--- src/rtl/cbm_pkg.sv ---
`default_nettype none
// ---------------------------------------------------------------------------
// cbm_pkg
// Types, codes and constants shared by the cartridge bank mapper modules.
// ---------------------------------------------------------------------------
package cbm_pkg;

  localparam int CHR_SLOTS   = 8;
  localparam int SLOT_W      = $clog2(CHR_SLOTS);
  localparam int BANK_W      = 12;
  localparam int PRG_COUNT_W = 9;
  localparam int APB_ADDR_W  = 3;
  localparam int APB_DATA_W  = 32;

  localparam logic [PRG_COUNT_W-1:0] PRG_COUNT_RESET = 9'd32;

  localparam logic [15:0] ADDR_CHR_LO   = 16'hB000;
  localparam logic [15:0] ADDR_CHR_HI   = 16'hE00C;
  localparam logic [15:0] ADDR_PRG0     = 16'h8010;
  localparam logic [15:0] ADDR_PRG1     = 16'hA010;
  localparam logic [15:0] ADDR_MIRROR   = 16'h9400;
  localparam logic [15:0] ADDR_IRQ_LO   = 16'hF000;
  localparam logic [15:0] ADDR_IRQ_HI   = 16'hF004;
  localparam logic [15:0] ADDR_IRQ_CTRL = 16'hF008;

  localparam logic [7:0] PRESCALE_PERIOD = 8'h72;
  localparam logic [7:0] IRQ_TOP         = 8'hFF;
  localparam logic [7:0] LOCK_CLEAR      = 8'hC8;
  localparam logic [7:0] LOCK_SET        = 8'h88;
  localparam logic [7:0] CHR_RAM_PAGE0   = 8'h04;
  localparam logic [7:0] CHR_RAM_PAGE1   = 8'h05;

  localparam logic [0:0] REG_PRG_BANK_COUNT = 1'b0;

  typedef enum logic [1:0] {
    CMD_WRITE     = 2'd0,
    CMD_CLOCK     = 2'd1,
    CMD_CPU_XLATE = 2'd2,
    CMD_PPU_XLATE = 2'd3
  } cmd_t;

  typedef enum logic [1:0] {
    ST_IDLE,
    ST_EXEC,
    ST_WALK,
    ST_RESP
  } state_t;

  typedef struct packed {
    cmd_t        command;
    logic [15:0] address;
    logic [7:0]  write_data;
    logic [6:0]  cycle_count;
  } req_t;

  typedef struct packed {
    logic [BANK_W-1:0] bank_number;
    logic              bank_is_ram;
    logic [1:0]        mirroring;
    logic              irq_line;
  } rsp_t;

  typedef struct packed {
    logic              load;
    logic              exec;
    logic              walk;
    logic [SLOT_W-1:0] slot;
    logic              respond;
  } ctl_t;

  typedef struct packed {
    logic walk_req;
  } sts_t;

endpackage
`default_nettype wire

--- src/rtl/cbm_ctrl.sv ---
`default_nettype none
// ---------------------------------------------------------------------------
// cbm_ctrl
// Sequencer: accept a word, execute it, walk the character slots when the
// word rebuilds the slot map, then issue the response.
// ---------------------------------------------------------------------------
module cbm_ctrl (
  input  wire logic          clk,
  input  wire logic          rst,
  input  wire logic          start,
  output logic               busy,
  input  wire cbm_pkg::sts_t sts,
  output cbm_pkg::ctl_t      ctl
);

  cbm_pkg::state_t state, state_next;
  logic [cbm_pkg::SLOT_W-1:0] slot, slot_next;

  always_ff @(posedge clk) begin
    if (rst) begin
      state <= cbm_pkg::ST_IDLE;
      slot  <= '0;
    end else begin
      state <= state_next;
      slot  <= slot_next;
    end
  end

  always_comb begin
    state_next  = state;
    slot_next   = slot;
    ctl         = '0;
    ctl.slot    = slot;
    busy        = 1'b1;
    unique case (state)
      cbm_pkg::ST_IDLE: begin
        busy     = 1'b0;
        ctl.load = start;
        if (start) begin
          state_next = cbm_pkg::ST_EXEC;
        end
      end
      cbm_pkg::ST_EXEC: begin
        ctl.exec  = 1'b1;
        slot_next = '0;
        if (sts.walk_req) begin
          state_next = cbm_pkg::ST_WALK;
        end else begin
          state_next = cbm_pkg::ST_RESP;
        end
      end
      cbm_pkg::ST_WALK: begin
        ctl.walk  = 1'b1;
        slot_next = slot + 1'b1;
        if (slot == cbm_pkg::SLOT_W'(cbm_pkg::CHR_SLOTS - 1)) begin
          state_next = cbm_pkg::ST_RESP;
        end
      end
      cbm_pkg::ST_RESP: begin
        ctl.respond = 1'b1;
        state_next  = cbm_pkg::ST_IDLE;
      end
      default: begin
        state_next = cbm_pkg::ST_IDLE;
      end
    endcase
  end

endmodule
`default_nettype wire

--- src/rtl/cbm_datapath.sv ---
`default_nettype none
// ---------------------------------------------------------------------------
// cbm_datapath
// Mapper registers, slot map, IRQ counter and the response register.
// ---------------------------------------------------------------------------
module cbm_datapath (
  input  wire logic                              clk,
  input  wire logic                              rst,
  input  wire cbm_pkg::req_t                     request,
  input  wire logic [cbm_pkg::PRG_COUNT_W-1:0]   prg_bank_count,
  input  wire cbm_pkg::ctl_t                     ctl,
  output cbm_pkg::sts_t                          sts,
  output logic                                   done,
  output cbm_pkg::rsp_t                          result
);

  localparam int SW = cbm_pkg::SLOT_W;
  localparam int BW = cbm_pkg::BANK_W;
  localparam int NW = cbm_pkg::PRG_COUNT_W;

  cbm_pkg::req_t req;

  logic [7:0]    char_low  [cbm_pkg::CHR_SLOTS];
  logic [3:0]    char_high [cbm_pkg::CHR_SLOTS];
  logic [BW-1:0] slot_bank [cbm_pkg::CHR_SLOTS];
  logic          slot_ram  [cbm_pkg::CHR_SLOTS];
  logic [7:0]    prog_select [2];
  logic [1:0]    mirror_mode;
  logic          ram_lock;
  logic [1:0]    irq_enable_bits;
  logic [7:0]    irq_counter;
  logic [7:0]    irq_reload;
  logic [7:0]    prescaler;
  logic          irq_pending;
  logic [BW-1:0] res_bank;
  logic          res_ram;

  logic          is_write;
  logic          in_chr;
  logic [SW-1:0] chr_idx;
  logic [SW-1:0] ppu_slot;
  logic [8:0]    psum;
  logic          tick;
  logic [8:0]    pnew;
  logic [NW-1:0] fixed0;
  logic [NW-1:0] fixed1;
  logic [BW-1:0] cpu_bank;
  logic [7:0]    walk_lo;
  logic [3:0]    walk_hi;

  assign is_write = (req.command == cbm_pkg::CMD_WRITE);
  assign in_chr   = (req.address >= cbm_pkg::ADDR_CHR_LO) &&
                    (req.address <= cbm_pkg::ADDR_CHR_HI);
  assign chr_idx  = {req.address[13:12], req.address[11] | req.address[3]} + SW'(2);
  assign ppu_slot = req.address[12:10];

  assign sts.walk_req = is_write && (in_chr ||
                        req.address == cbm_pkg::ADDR_PRG0 ||
                        req.address == cbm_pkg::ADDR_PRG1 ||
                        req.address == cbm_pkg::ADDR_MIRROR);

  assign psum = {1'b0, prescaler} + {2'b00, req.cycle_count};
  assign tick = psum >= {1'b0, cbm_pkg::PRESCALE_PERIOD};
  assign pnew = tick ? psum - {1'b0, cbm_pkg::PRESCALE_PERIOD} : psum;

  assign fixed0 = (prg_bank_count >= NW'(2)) ? prg_bank_count - NW'(2) : '0;
  assign fixed1 = (prg_bank_count >= NW'(1)) ? prg_bank_count - NW'(1) : '0;

  always_comb begin
    case (req.address[15:13])
      3'd4:    cpu_bank = BW'(prog_select[0]);
      3'd5:    cpu_bank = BW'(prog_select[1]);
      3'd6:    cpu_bank = BW'(fixed0);
      3'd7:    cpu_bank = BW'(fixed1);
      default: cpu_bank = '0;
    endcase
  end

  assign walk_lo = char_low[ctl.slot];
  assign walk_hi = char_high[ctl.slot];

  always_ff @(posedge clk) begin
    if (ctl.load) begin
      req <= request;
    end
  end

  always_ff @(posedge clk) begin
    if (rst) begin
      for (int i = 0; i < cbm_pkg::CHR_SLOTS; i++) begin
        char_low[i]  <= '0;
        char_high[i] <= '0;
        slot_bank[i] <= '0;
        slot_ram[i]  <= 1'b0;
      end
      prog_select[0]  <= '0;
      prog_select[1]  <= '0;
      mirror_mode     <= '0;
      ram_lock        <= 1'b0;
      irq_enable_bits <= '0;
      irq_counter     <= '0;
      irq_reload      <= '0;
      prescaler       <= '0;
      irq_pending     <= 1'b0;
    end else if (ctl.exec) begin
      case (req.command)
        cbm_pkg::CMD_WRITE: begin
          if (in_chr) begin
            if (req.address[2]) begin
              char_low[chr_idx][7:4] <= req.write_data[3:0];
              char_high[chr_idx]     <= req.write_data[7:4];
            end else begin
              char_low[chr_idx][3:0] <= req.write_data[3:0];
            end
          end else begin
            case (req.address)
              cbm_pkg::ADDR_PRG0:   prog_select[0]   <= req.write_data;
              cbm_pkg::ADDR_PRG1:   prog_select[1]   <= req.write_data;
              cbm_pkg::ADDR_MIRROR: mirror_mode      <= req.write_data[1:0];
              cbm_pkg::ADDR_IRQ_LO: irq_reload[3:0]  <= req.write_data[3:0];
              cbm_pkg::ADDR_IRQ_HI: irq_reload[7:4]  <= req.write_data[3:0];
              cbm_pkg::ADDR_IRQ_CTRL: begin
                irq_enable_bits <= req.write_data[1:0];
                if (req.write_data[1]) begin
                  irq_counter <= irq_reload;
                  prescaler   <= '0;
                end
                irq_pending <= 1'b0;
              end
              default: ;
            endcase
          end
        end
        cbm_pkg::CMD_CLOCK: begin
          if (irq_enable_bits[1]) begin
            prescaler <= pnew[7:0];
            if (tick) begin
              if (irq_counter == cbm_pkg::IRQ_TOP) begin
                irq_counter <= irq_reload;
                irq_pending <= 1'b1;
              end else begin
                irq_counter <= irq_counter + 8'd1;
              end
            end
          end
        end
        default: ;
      endcase
    end else if (ctl.walk) begin
      if (walk_lo == cbm_pkg::LOCK_CLEAR) begin
        ram_lock <= 1'b0;
      end else if (walk_lo == cbm_pkg::LOCK_SET) begin
        ram_lock <= 1'b1;
      end else if ((walk_lo == cbm_pkg::CHR_RAM_PAGE0 ||
                    walk_lo == cbm_pkg::CHR_RAM_PAGE1) && !ram_lock) begin
        slot_bank[ctl.slot] <= BW'(walk_lo[0]);
        slot_ram[ctl.slot]  <= 1'b1;
      end else begin
        slot_bank[ctl.slot] <= {walk_hi, walk_lo};
        slot_ram[ctl.slot]  <= 1'b0;
      end
    end
  end

  always_ff @(posedge clk) begin
    if (ctl.exec) begin
      case (req.command)
        cbm_pkg::CMD_CPU_XLATE: begin
          res_bank <= cpu_bank;
          res_ram  <= 1'b0;
        end
        cbm_pkg::CMD_PPU_XLATE: begin
          res_bank <= slot_bank[ppu_slot];
          res_ram  <= slot_ram[ppu_slot];
        end
        default: begin
          res_bank <= '0;
          res_ram  <= 1'b0;
        end
      endcase
    end
  end

  always_ff @(posedge clk) begin
    if (rst) begin
      done <= 1'b0;
    end else begin
      done <= ctl.respond;
    end
  end

  always_ff @(posedge clk) begin
    if (ctl.respond) begin
      result.bank_number <= res_bank;
      result.bank_is_ram <= res_ram;
      result.mirroring   <= mirror_mode;
      result.irq_line    <= irq_pending;
    end
  end

endmodule
`default_nettype wire

--- src/rtl/cartridge_bank_mapper_with_irq.sv ---
`default_nettype none
// ---------------------------------------------------------------------------
// cartridge_bank_mapper_with_irq
// Cartridge bank mapper with character slot map and cycle-driven IRQ counter.
// ---------------------------------------------------------------------------
// A word is taken when start is high and busy is low; its result appears on
// result for one cycle with done high, and must be captured then. Clock
// advances, address translations and IRQ or unmapped writes strobe done after
// the execute and response states, and the block takes a new word in the same
// cycle. Character bank, program bank and mirroring writes first rebuild the
// slot map by walking the eight character slots one per cycle.
// prg_bank_count lies at byte address 0 of the register port.
// ---------------------------------------------------------------------------
module cartridge_bank_mapper_with_irq (
  input  wire logic                            clk,
  input  wire logic                            rst,
  input  wire logic                            start,
  output logic                                 busy,
  input  wire cbm_pkg::req_t                   request,
  output logic                                 done,
  output cbm_pkg::rsp_t                        result,
  input  wire logic                            psel,
  input  wire logic                            penable,
  input  wire logic                            pwrite,
  input  wire logic [cbm_pkg::APB_ADDR_W-1:0]  paddr,
  input  wire logic [cbm_pkg::APB_DATA_W-1:0]  pwdata,
  output logic [cbm_pkg::APB_DATA_W-1:0]       prdata,
  output logic                                 pready
);

  logic [cbm_pkg::PRG_COUNT_W-1:0] prg_bank_count;
  logic                            reg_hit;
  cbm_pkg::ctl_t                   ctl;
  cbm_pkg::sts_t                   sts;

  assign pready  = 1'b1;
  assign reg_hit = (paddr[2:2] == cbm_pkg::REG_PRG_BANK_COUNT);

  always_ff @(posedge clk) begin
    if (rst) begin
      prg_bank_count <= cbm_pkg::PRG_COUNT_RESET;
    end else if (psel && penable && pwrite && pready && reg_hit) begin
      prg_bank_count <= pwdata[cbm_pkg::PRG_COUNT_W-1:0];
    end
  end

  assign prdata = reg_hit ? cbm_pkg::APB_DATA_W'(prg_bank_count) : '0;

  cbm_ctrl u_ctrl (
    .clk   (clk),
    .rst   (rst),
    .start (start),
    .busy  (busy),
    .sts   (sts),
    .ctl   (ctl)
  );

  cbm_datapath u_datapath (
    .clk            (clk),
    .rst            (rst),
    .request        (request),
    .prg_bank_count (prg_bank_count),
    .ctl            (ctl),
    .sts            (sts),
    .done           (done),
    .result         (result)
  );

  a_done_single : assert property (@(posedge clk) disable iff (rst)
    done |=> !done)
    else $error("done held for more than one cycle");

  a_accept_busy : assert property (@(posedge clk) disable iff (rst)
    (start && !busy) |=> busy)
    else $error("accepted word did not raise busy");

  a_done_after_busy : assert property (@(posedge clk) disable iff (rst)
    done |-> (!busy && $past(busy)))
    else $error("done without a preceding busy cycle");

  a_walk_after_exec : assert property (@(posedge clk) disable iff (rst)
    (ctl.walk && ctl.slot == '0) |-> $past(ctl.exec))
    else $error("slot walk started without an executed write");

endmodule
`default_nettype wire
--- config.mk ---
export PLATFORM = sky130hd
export DESIGN_NAME = cartridge_bank_mapper_with_irq
export DESIGN_NICKNAME = d
export VERILOG_FILES = /design/src/rtl/cbm_pkg.sv /design/src/rtl/cbm_ctrl.sv /design/src/rtl/cbm_datapath.sv /design/src/rtl/cartridge_bank_mapper_with_irq.sv
export SDC_FILE = /design/constraint.sdc
export NUM_CORES = 1
export LEC_CHECK = 0
export BUFFER_PORTS_ARGS = -buffer_cell sky130_fd_sc_hd__clkbuf_2
export CAP_MARGIN = 20
export CORE_ASPECT_RATIO = 0.9
export CORE_UTILIZATION = 55
export DETAILED_ROUTE_END_ITERATION = 8
export PLACE_DENSITY = 0.74
export SLEW_MARGIN = 20
export SYNTH_ARGS = -nofsm -noshare
export SYNTH_HDL_FRONTEND = slang
export SYNTH_HIERARCHICAL = 1
export SYNTH_SLANG_ARGS = --single-unit
--- constraint.sdc ---
create_clock -name clk -period 5.2 [get_ports clk]
set_clock_uncertainty 0.05 [all_clocks]
set_input_delay 1.04 -clock clk [delete_from_list [all_inputs] [get_ports clk]]
set_output_delay 1.04 -clock clk [all_outputs]
set_load 0.02 [all_outputs]
# --- Yosys cells after proc, flatten, opt, wreduce, memory -nomap -nowiden ---
# Memories as Yosys holds them, arrays and structs flattened. A register that Yosys moved wholly into a read port is not among the register bits.
# Cells that the tools add are included.
totals:
  reg_bits: 106
  ramBits: 216
  word_cells: 203
  memories: 5
  out_inout_bits: 51
  inputBits: 74
classes:
  n_reduce_logical: 30
  bitwise_logic: 8
  muxes: 97
  n_addsub: 7
  n_eq_ne: 30
  magnitude_cmp: 5
mem_list:
  columns: ["memory", "depth", "word_bits", "read_ports", "rd_clocked_by_memory_dff", "wr", "line", "text"]
  rows:
  - ["u_datapath.slot_bank", 8, 12, 1, 1, 8, "cbm_datapath.sv:25", "logic [BW-1:0] slot_bank [cbm_pkg::CHR_SLOTS];"]
  - ["u_datapath.char_low", 8, 8, 1, 1, 8, "cbm_datapath.sv:23", "logic [7:0] char_low [cbm_pkg::CHR_SLOTS];"]
  - ["u_datapath.char_high", 8, 4, 1, 1, 8, "cbm_datapath.sv:24", "logic [3:0] char_high [cbm_pkg::CHR_SLOTS];"]
  - ["u_datapath.prog_select", 2, 8, 2, 0, 2, "cbm_datapath.sv:27", "logic [7:0] prog_select [2];"]
  - ["u_datapath.slot_ram", 8, 1, 1, 1, 8, "cbm_datapath.sv:26", "logic slot_ram [cbm_pkg::CHR_SLOTS];"]
op_table:
  columns: ["cell", "count"]
  rows:
  - ["two-way mux 8 bit", 14]
  - ["== test 16 bit (second input constant)", 6]
  - ["two-way mux 1 bit", 58]
  - ["case mux 9 bit (4 select lines)", 1]
  - ["case mux 8 bit (2 select lines)", 2]
  - ["two-way mux 3 bit", 9]
  - ["two-way mux 9 bit", 3]
  - ["== test 8 bit (second input constant)", 3]
  - ["two-way mux 12 bit", 2]
  - ["case mux 12 bit (2 select lines)", 1]
  - ["== test 8 x 3 -> 1 bit (second input constant)", 2]
  - ["greater-or-equal comparator 16 bit (second input constant)", 1]
  - ["<= comparator 16 bit (second input constant)", 1]
  - ["AND reduction 4 bit", 4]
  - ["== test 3 bit (second input constant)", 5]
  - ["AND reduction 7 bit", 2]
  - ["OR reduction 12 bit", 1]
  - ["inequality test 2 x 1 -> 1 bit (second input constant)", 5]
  - ["adder 8 x 7 -> 9 bit", 1]
  - ["greater-or-equal comparator 9 x 1 -> 1 bit (second input constant)", 1]
  - ["greater-or-equal comparator 9 x 2 -> 1 bit (second input constant)", 1]
  - ["greater-or-equal comparator 9 x 7 -> 1 bit (second input constant)", 1]
  - ["subtractor 9 x 1 -> 9 bit (second input constant)", 1]
  - ["subtractor 9 x 2 -> 9 bit (second input constant)", 1]
  - ["other kinds (25)", 51]

# --- Depth between registers and ports, before layout ---
logic_depth:
  depth_word: 13
  depth_mapped: 11
  mapped_depth_nobuf: 10

# --- Cells and area by module ---
# Netlist, hierarchy kept.
by_module_without_submodules:
  columns: ["module", "n_inst", "cells_each", "seq_area_each_um2", "area_each_um2"]
  rows:
  - ["cbm_datapath", 1, 1111, 9008.6, 14340.0]
  - ["cartridge_bank_mapper_with_irq", 1, 74, 180.2, 669.4]
  - ["cbm_ctrl", 1, 36, 100.1, 340.3]

# --- Worst setup path after synthesis ---
# No wires, ideal clock.
synth_path:
  path_kind: "flip-flop to flip-flop"
  start: "register u_ctrl/slot[0] (netlist bit)"
  end: "memory u_datapath/slot_bank[2][0] (netlist bit), enable pin"
  t_arrival_ns: 2.711
  required_time_ns: 4.749
  stages_incl_launch_ff: 9
  synth_period_minus_slack_ns: 3.162
  slack_ns: 2.038
  path_cell_list: "dfxtp_1 -> buf_6 -> buf_2 -> nor2_1 -> a221o_1 -> a221o_1 -> nand4bb_1 -> o21ai_1 -> o21ai_0"
synth_rtl:
  columns: ["item", "line", "text"]
  rows:
  - ["start: declaration", "cbm_ctrl.sv:17", "logic [cbm_pkg::SLOT_W-1:0] slot, slot_next;"]
  - ["start signal: assignment", "cbm_ctrl.sv:25", "slot <= slot_next;"]
  - ["end: declaration", "cbm_datapath.sv:25", null]

==> impl_metrics.env <==
export IMPL_cts_inserted_buffers=35
export IMPL_switching_share=0.2769
export IMPL_finalCritPeriodShare=0.7689
export IMPL_cp_depth=7
export IMPL_coreArea_um2=27170
export IMPL_synth_seq_cells=325
export IMPL_fp_dieH_um=160.5
export IMPL_syn_cell_area_um2=15350
export IMPL_postCtsSetupBuffers=0
export IMPL_power_share_combinational=0.167
export IMPL_clockPowerShare=0.350
export IMPL_fillers=2051
export IMPL_dp_slack_ns=1.232
export IMPL_htreeDepth=2
export IMPL_cts_sinks=325
export IMPL_routedWlPerCell_um=21.02
export IMPL_placed_cells=1619
export IMPL_slowest_delay_ns=0.75
export IMPL_antenna_found_initial=2
export IMPL_synth_ff_type="edfxtp_1"
export IMPL_synth_cell_types=84
export IMPL_drv_slew=0
export IMPL_cts_hold_buf=0
export IMPL_synthTopCellsByArea="edfxtp_1 (54%), dfxtp_1 (6.1%), mux4_2 (4.8%), and2_1 (4.4%), nor2_1 (4.2%)"
export IMPL_tns_ns=0
export IMPL_syn_area_per_cell_um2=12.57
export IMPL_min_from="u_datapath/res_bank[10]"
export IMPL_synthArstFlopShare=0
export IMPL_worstPathArrival_ns=4.17
export IMPL_rr_startpoint="u_ctrl/slot[0]"
export IMPL_io_pins=125
export IMPL_cp_slowest_cell="o21ai_1"
export IMPL_stdcell_count=1678
export IMPL_power_density_nw_per_um2=398.0
export IMPL_yosysTopAreaCell="edfxtp_1"
export IMPL_setup_viol=0
export IMPL_grt_busiest_layer="met2"
export IMPL_crit_top_cell="o21ai_1"
export IMPL_p_leak_nw=6.130
export IMPL_drive_gt1_frac=0.1805
export IMPL_min_path_type="reg2reg"
export IMPL_yosysTopAreaCellShare=0.5439
export IMPL_hpwl_mm=24.48
export IMPL_seq_power_share=0.483
export IMPL_nNetsFinal=1397
export IMPL_ir_worst_vdd_mv=0.3563
export IMPL_p_int_mw=4.927
export IMPL_synthCells=1221
export IMPL_cp_end_kind="register"
export IMPL_grt_max_degree=46
export IMPL_grt_total_usage=0.2509
export IMPL_tightest_slew_ns=0.9497
export IMPL_reg2reg_depth=7
export IMPL_grt_use_met3=0.04711
export IMPL_path_class="reg2reg"
export IMPL_die_w_um=178.1
export IMPL_grt_ovfl_total=0
export IMPL_status="completed"
export IMPL_required_ns=5.37
export IMPL_grt_use_met1=0.3536
export IMPL_vias=10040
export IMPL_power_switching_mw=1.887
export IMPL_drt_total_wl_mm=35.27
export IMPL_fmax_ghz=0.2501
export IMPL_dr_first_iter_drc_count=1057
export IMPL_place_gp_congestion=0.8814
export IMPL_crit_path_cell_trace="clkinv_1, nor3_1, a221oi_1, nand3_1, o21ai_1, o21ai_1, buf_4"
export IMPL_rows=57
export IMPL_startpoint_type="register"
export IMPL_slew_limit_headroom=0.3669
export IMPL_worstHoldPathCells=0
export IMPL_rsz0062_at_grt="no"
export IMPL_cts_tree="yes"
export IMPL_ys_warn_count=6
export IMPL_ctsResizeCount=0
export IMPL_maxCapViolCount=0
export IMPL_hold_violations=0
export IMPL_avgViaCountPerCell=5.983
export IMPL_path_buf_inv=2
export IMPL_root_buffer="clkbuf_16"
export IMPL_areaGrowthSynthToFinish_pct=11.53
export IMPL_yosysSeqAreaShare=0.6052
export IMPL_synth_edf_count=278
export IMPL_cp_startpoint="u_ctrl/slot[0]"
export IMPL_start_util=0.5649
export IMPL_finalPower_mw=6.815
export IMPL_cp_max_fo=13
export IMPL_crit_family="compound AO/OA/AOI/OAI gates"
export IMPL_setup_ws_ns=1.202
export IMPL_grt_pass1_wl_mm=54.17
export IMPL_clk_path_buf_depth=3
export IMPL_ant_nets=0
export IMPL_clk_pin_slew_ns=0.06
export IMPL_met2_usage=0.3969
export IMPL_route_detailed_drc=0
export IMPL_portBuffers=75
export IMPL_dr_pass1_iters=6
export IMPL_grt_pass1_vias=9696
export IMPL_antenna_cells=0
export IMPL_dieArea_um2=28580
export IMPL_layout_min_cycle_time_ns=3.998
export IMPL_worstSkewPairLatency_ns=0.52
==> sequential cells by signal (all words and copies together) (netlist names), 9 cells and up, named ones only <==
register,flops
prg_bank_count,9
u_datapath/char_high,32
u_datapath/char_low,64
u_datapath/prog_select,16
u_datapath/req,30
u_datapath/res_bank,12
u_datapath/result,16
u_datapath/slot_bank,96
==> kinds of logic after synthesis <==
family          count (synthesis)  share of synthesized area
buf+inv                        98                    0.03195
flops                         325                     0.6052
xor+xnor                        8                   0.004565
fa+ha+maj                      21                    0.01761
simple gates                  503                     0.1759
mux                            89                    0.08543
other cells                     2                  0.0004893
compound gates                175                    0.07891
==> final timing paths <==
check | endpoint | slack (ns)
min | u_datapath/result[14] | 0.37
min reg2reg | u_datapath/result[14] | 0.37
max | u_datapath/slot_ram[7] | 1.20
max reg2reg | u_datapath/slot_ram[7] | 1.20
==> per-stage QoR <==
stage | util | instance area [um^2] | hold slack, ns
floorplan | - | 15430 | 0.3503
global placement | 0.5893 | 16010 | 0.3540
detailed placement | 0.5893 | 16010 | 0.3562
CTS | 0.6295 | 17100 | 0.3697
global route | 0.6301 | 17120 | 0.3711
finish | 0.6301 | 17120 | 0.3679
==> per-layer routing <==
| layer | routed length [um] | vias to the layer above | part of all wire |
|---|---|---|---|
| li1 | - | 4643 | - |
| met1 | 15020 | 4882 | 0.43 |
| met2 | 16640 | 440 | 0.47 |
| met3 | 2798 | 72 | 0.079 |
| met4 | 798 | 2 | 0.023 |
| met5 | 13 | - | 0.00037 |
==> synthesized netlist by cell type (all sizes together) (7+ instances only) <==
cell type / n
buf: 42
o211ai: 7
nand3: 28
ha: 20
dfxtp: 47
a21oi: 25
nor3b: 7
and2: 109
nor3: 21
o31ai: 11
o21ai: 46
or3: 10
nand2: 52
inv: 22
nor2: 178
mux4: 33
nor4: 9
nand2b: 34
o22ai: 27
edfxtp: 278
and2b: 9
mux2i: 50
clkbuf: 33
nor2b: 8
==> power groups by stage <==
stage	combinational [mW]	sequential (mW)	clock, mW
global placement	1.11	3.33	0
global route	1.23	3.31	2.52
finish	1.14	3.29	2.39
floorplan	0.863	3.23	0
CTS	1.14	3.29	2.43
detailed placement	1.13	3.34	0
==> cell type report <==
cell class              instances  area, um^2  share of cell area
clock buffers                  43       925.9             0.05408
multi-input cells             820        5670              0.3312
clock inverters                16       165.2            0.009647
flip-flops and latches        325        9289              0.5426
inverters                      23       86.33            0.005043
repair buffers                 97       540.5             0.03157
well taps                     354       442.9             0.02587
==> worst register-to-register path, delay by kind of cell (launching register included) <==
kind / cells / cell delay [ns]
AO/OA/AOI/OAI: 3 / 1.29
AND/OR/NAND/NOR: 2 / 0.85
buffers and inverters: 2 / 0.77
flip-flops: 1 / 0.73
==> layout by cell type, fill, tap and decap left out, types with 10 or more instances in the layout <==
cell         n
buf_4       22
conb_1      24
o21ai_1     14
o21ai_0     31
dfxtp_1     47
o22ai_1     27
clkbuf_16   35
nand2b_1    34
nand2_1     48
mux4_2      33
or3_1       10
clkbuf_2    75
nor2_1     170
o31ai_1     11
a21oi_1     25
inv_1       22
nor3_1      18
ha_1        20
edfxtp_1   278
mux2i_1     50
and2_1     108
nand3_1     24
Note: power is estimated with default switching activity, not from simulation.
